[src/rtl/core/wps_pkg.sv]
// Package: shared constants, types and controller state encoding for the price statistics unit.
`default_nettype none
package wps_pkg;
  localparam int WindowMax = 64;
  localparam int PriceWidth = 32;
  localparam int PtrWidth = $clog2(WindowMax);
  localparam int CntWidth = $clog2(WindowMax + 1);
  localparam int SumWidth = PriceWidth + PtrWidth;
  localparam int SqWidth = 2 * PriceWidth + PtrWidth;
  localparam int VarWidth = 2 * PriceWidth;
  localparam int RootWidth = PriceWidth;
  localparam int QuoWidth = SumWidth;
  localparam int MulWidth = 17;
  localparam logic [MulWidth-1:0] MulMax = MulWidth'(65536);
  localparam logic [6:0] LenReset = 7'd16;
  localparam logic [MulWidth-1:0] MulReset = MulWidth'(7710);

  // configuration register indexes
  localparam logic [0:0] CfgWindowLength = 1'b0;
  localparam logic [0:0] CfgEmaMultiplier = 1'b1;

  typedef enum logic [3:0] {
    ST_IDLE,
    ST_WRITE,
    ST_SUM_RD,
    ST_SUM,
    ST_DIV_MEAN,
    ST_SQ_RD,
    ST_SQ,
    ST_SQ_MUL,
    ST_SQ_ACC,
    ST_DIV_VAR,
    ST_ROOT,
    ST_OUT
  } wps_state_t;

  // controller to datapath commands
  typedef struct packed {
    logic ring_write;
    logic ring_read;
    logic clear_acc;
    logic sum_acc;
    logic div_start_mean;
    logic div_start_var;
    logic first_elem;
    logic sq_mul;
    logic sq_acc;
    logic root_start;
    logic load_out;
    logic zero_out;
    logic step_idx;
  } wps_cmd_t;

  // datapath to controller status
  typedef struct packed {
    logic last_elem;
    logic full;
    logic div_done;
    logic root_done;
  } wps_status_t;
endpackage
`default_nettype wire

[src/rtl/core/wps_ctrl.sv]
// Controller state machine sequencing the window passes, divides and root.
`default_nettype none
module wps_ctrl import wps_pkg::*; (
  input  wire logic        clk,
  input  wire logic        rst,
  input  wire logic        in_valid,
  output logic             in_stall,
  output logic             out_valid,
  input  wire logic        out_stall,
  input  wire wps_status_t status,
  output wps_cmd_t         cmd
);
  wps_state_t state, state_next;

  always_ff @(posedge clk) begin
    if (rst) state <= ST_IDLE;
    else state <= state_next;
  end

  // next state
  always_comb begin
    state_next = state;
    case (state)
      ST_IDLE:     if (in_valid) state_next = ST_WRITE;
      ST_WRITE:    state_next = status.full ? ST_SUM_RD : ST_OUT;
      ST_SUM_RD:   state_next = ST_SUM;
      ST_SUM:      state_next = status.last_elem ? ST_DIV_MEAN : ST_SUM_RD;
      ST_DIV_MEAN: if (status.div_done) state_next = ST_SQ_RD;
      ST_SQ_RD:    state_next = ST_SQ;
      ST_SQ:       state_next = ST_SQ_MUL;
      ST_SQ_MUL:   state_next = ST_SQ_ACC;
      ST_SQ_ACC:   state_next = status.last_elem ? ST_DIV_VAR : ST_SQ_RD;
      ST_DIV_VAR:  if (status.div_done) state_next = ST_ROOT;
      ST_ROOT:     if (status.root_done) state_next = ST_OUT;
      ST_OUT:      if (!out_stall) state_next = ST_IDLE;
      default:     state_next = ST_IDLE;
    endcase
  end

  // outputs
  always_comb begin
    cmd = '0;
    in_stall = (state != ST_IDLE);
    out_valid = (state == ST_OUT);
    case (state)
      ST_IDLE:  if (in_valid) cmd.ring_write = 1'b1;
      ST_WRITE: begin
        cmd.clear_acc = 1'b1;
        cmd.ring_read = 1'b1;
        cmd.load_out = 1'b1;
        cmd.zero_out = 1'b1;
      end
      ST_SUM_RD: cmd.ring_read = 1'b1;
      ST_SUM: begin
        cmd.sum_acc = 1'b1;
        cmd.step_idx = 1'b1;
        cmd.div_start_mean = status.last_elem;
      end
      ST_DIV_MEAN: cmd.ring_read = 1'b1;
      // read data for the address set in ST_SQ_RD is valid here
      ST_SQ: cmd.ring_read = 1'b1;
      ST_SQ_MUL: cmd.sq_mul = 1'b1;
      ST_SQ_ACC: begin
        cmd.sq_acc = 1'b1;
        cmd.step_idx = 1'b1;
        cmd.div_start_var = status.last_elem;
      end
      ST_DIV_VAR: cmd.root_start = status.div_done;
      ST_ROOT: cmd.load_out = status.root_done;
      default: ;
    endcase
  end
endmodule
`default_nettype wire

[config.mk]
export PLATFORM = sky130hd
export DESIGN_NAME = wps_ctrl
export DESIGN_NICKNAME = d
export VERILOG_FILES = /design/src/rtl/core/wps_pkg.sv /design/src/rtl/core/wps_ctrl.sv
export SDC_FILE = /design/constraint.sdc
export NUM_CORES = 1
export LEC_CHECK = 0
export ABC_AREA = 1
export BUFFER_PORTS_ARGS = -buffer_cell sky130_fd_sc_hd__clkbuf_2
export CAP_MARGIN = 10
export CORE_AREA = 2 2 39 41
export DETAILED_ROUTE_END_ITERATION = 16
export DIE_AREA = 0 0 41 43
export GPL_ROUTABILITY_DRIVEN = 0
export HOLD_SLACK_MARGIN = 0.15
export REMOVE_ABC_BUFFERS = 1
export SETUP_SLACK_MARGIN = 0.3
export SYNTH_ARGS = -nofsm -noshare
export SYNTH_HDL_FRONTEND = slang
export SYNTH_SLANG_ARGS = --single-unit
[constraint.sdc]
create_clock -name clk -period 2.8 [get_ports clk]
set_input_delay 0.56 -clock clk [delete_from_list [all_inputs] [get_ports clk]]
set_output_delay 0.56 -clock clk [all_outputs]
set_load 0.05 [all_outputs]
==> metrics.md <==
| Metric | Value |
|---|---|
| Status | `finished, final reports clean` |
| Hold Fails Final Rpt | `0` |
| Largest net degree at the start of global routing | `7` |
| Die width | `~41 um` |
| Htree depth | `1` |
| Non-filler cells, final | `roughly 120` |
| Final period utilization | `71.38%` |
| Total wire length | `1099 um` |
| Initial DRC count | `8` |
| PortBufs | `21` |
| Cell at the root of the clock tree | `clkbuf_4` |
| Biggest regs | `state x4` |
| Share of cells above drive strength 1 | `32.41%` |
| Critical path class | `reg2out` |
| Placed inst area | `551.8 um^2` |
| Core ar. | `0.001384 mm^2` |
| Most frequent cell after synthesis | `nand2_1` |
| Number of cells upsized or downsized after cts | `0` |
| Final setup TNS | `0 ns` |
| Die footprint | `0.001763 mm^2` |
| Max-cap violations | `0` |
| Register name with the most flops | `state` |
| Avg WL per Cell | `8.863 um` |
| Vias per cell | `4.524` |
| CP max FO | `5` |
| Routed vias | `approximately 560` |
| Clk sinks | `4` |
| GRT Overall Usage | `15.36%` |
| TritonCTS Buffers | `3` |
| Vias in the first global route | `469` |
| Final Instance Area | `about 570 um^2` |
| Sequential share of the synthesized area | `between 10% and 20%` |
| Final Max Slew Viols | `0` |
| Row cnt | `14` |
| DIE HEIGHT | `between 40 and 50 um` |
| Initial antenna violation count | `0` |
| Area leader, netlist | `nand2_1` |
| Worst min-delay path category | `in2reg` |
| Placed cell count | `around 120` |
| Largest cells by area after synthesis | `nand2_1 (22%), dfxtp_1 (18%), nor2_1 (13%)` |
| WP data required | `around 2.2 ns` |
| Syn Std Cell Area | `~440 um^2` |
| Netlist cell types | `19` |
| CTS tree | `yes` |
| Clock Tree Buf Depth | `2` |
| Setup crit start kind | `register` |
| RSZ-0062 raised after global routing | `no` |
| Remaining Overflow, GRT | `0` |
| Hpwl dp | `955 um` |
| Post-route clock skew | `0.00008041 ns` |
| Post-synth top cells | `nand2_1 (26), nor2_1 (15), inv_1 (12)` |
| Synth Instances | `86` |
| Drt drc | `0` |
| Hold Crit Depth | `2` |
| Area Growth Syn to Fin | `30.03%` |
| Cts hold-fix bufs | `0` |
| Final setup viols | `0` |
| Starting density of the core | `31.92%` |
| Synth top area share | `22.10%` |
| Reg2Reg Depth | `9` |
| Pre-antenna DRT Iters | `4` |
| Largest register FFs | `4` |
| Total setup buffers inserted after CTS | `0` |
| First-pass GRT wire length | `1814 um` |
| DRT antenna net count | `0` |
| I/O pin count | `23` |
| Register bit total from synthesis | `4` |
| Async set or reset register ratio after synthesis | `0%` |
| Post-layout minimum cycle time | `roughly 2 ns` |
| Nature of the critical path endpoint | `primary output` |
| Ant diodes | `0` |
| Peak Freq | `~500 MHz` |
| Fill count | `170` |
| Primary FF master, synth | `dfxtp_1` |
| Post-synth EDFFs | `0` |
| Clock Latency Late Sink | `0.23 ns` |
| Synth Area per Inst | `approximately 5.1 um^2` |
| Clk slew on worst S/H paths | `0.04 ns` |
| Nets | `118` |
| CP arrival | `1.44 ns` |
| YS warnings | `0` |
## per-stage QoR
step	worst slack, ns	hold slack [ns]	utilization, %
2_1_floorplan	0.4140	0.5135	-
3_3_place_gp	1.063	0.5461	39.87
3_5_place_dp	1.046	0.5429	39.87
4_1_cts	0.7909	0.4949	41.50
5_1_grt	0.7079	0.4982	41.50
6_report	0.8014	0.4983	41.50
## layout make-up
type                       instances  area, um^2  share of cell area [%]
timing repair buffer              21       105.1                   18.30
tap                               16       20.02                   3.486
inverter                          19       71.32                   12.42
sequential                         4       80.08                   13.94
clock buffer                       3       22.52                   3.922
multi-input combinational         61       275.3                   47.93
## placed cells by master (no fill, tap or decap)
| cell type | instances |
|---|---|
| dfxtp_1 | 4 |
| clkinv_1 | 2 |
| nor2_2 | 3 |
| nor3_1 | 2 |
| inv_2 | 5 |
| conb_1 | 1 |
| inv_1 | 12 |
| clkbuf_2 | 21 |
| o21ai_1 | 1 |
| nor2_4 | 1 |
| o22ai_1 | 1 |
| a21oi_1 | 1 |
| o21ai_0 | 2 |
| nand3_2 | 1 |
| nand3b_1 | 1 |
| a31o_2 | 1 |
| nor2_1 | 15 |
| nand2_1 | 26 |
| clkbuf_4 | 3 |
| nand3_1 | 5 |
## metal layers
| metal | vias up | wire, um | global-route usage, % |
|---|---|---|---|
| met2 | 15 | 536 | 22.19 |
| met4 | 0 | 24 | 12.00 |
| li1 | 302 | - | - |
| met5 | - | 0 | 0 |
| met3 | 4 | 59 | 1.571 |
| met1 | 240 | 479 | 19.61 |
## logic make-up (layout without fill, tap and decap cells)
family,after synthesis,count (layout),synth area share [%]
other,1,1,0.8490
AND/OR/NAND/NOR,54,54,53.54
flip-flops,4,4,18.13
buffers and inverters,21,43,19.55
AO/OA/AOI/OAI,6,6,7.931
## worst paths after layout
path	to	slack [ns]	from
setup / recovery	cmd[2]	0.80	state[2]$_SDFFE_PP0P_
hold / removal	state[2]$_SDFFE_PP0P_	0.50	rst
setup reg to reg	state[3]$_SDFFE_PP0P_	1.54	state[2]$_SDFFE_PP0P_
hold reg to reg	state[1]$_SDFFE_PP0P_	0.55	state[1]$_SDFFE_PP0P_
## critical path, stage by stage, from the launching register on
cell and delay (ns):
dfxtp_1 0.37, nor2_2 0.20, inv_1 0.09, nor2_2 0.15
a31o_2 0.12, clkbuf_2 0.26
Power is not shown: default switching activity piles up to over one toggle a cycle in this logic, so the estimate is an artifact.
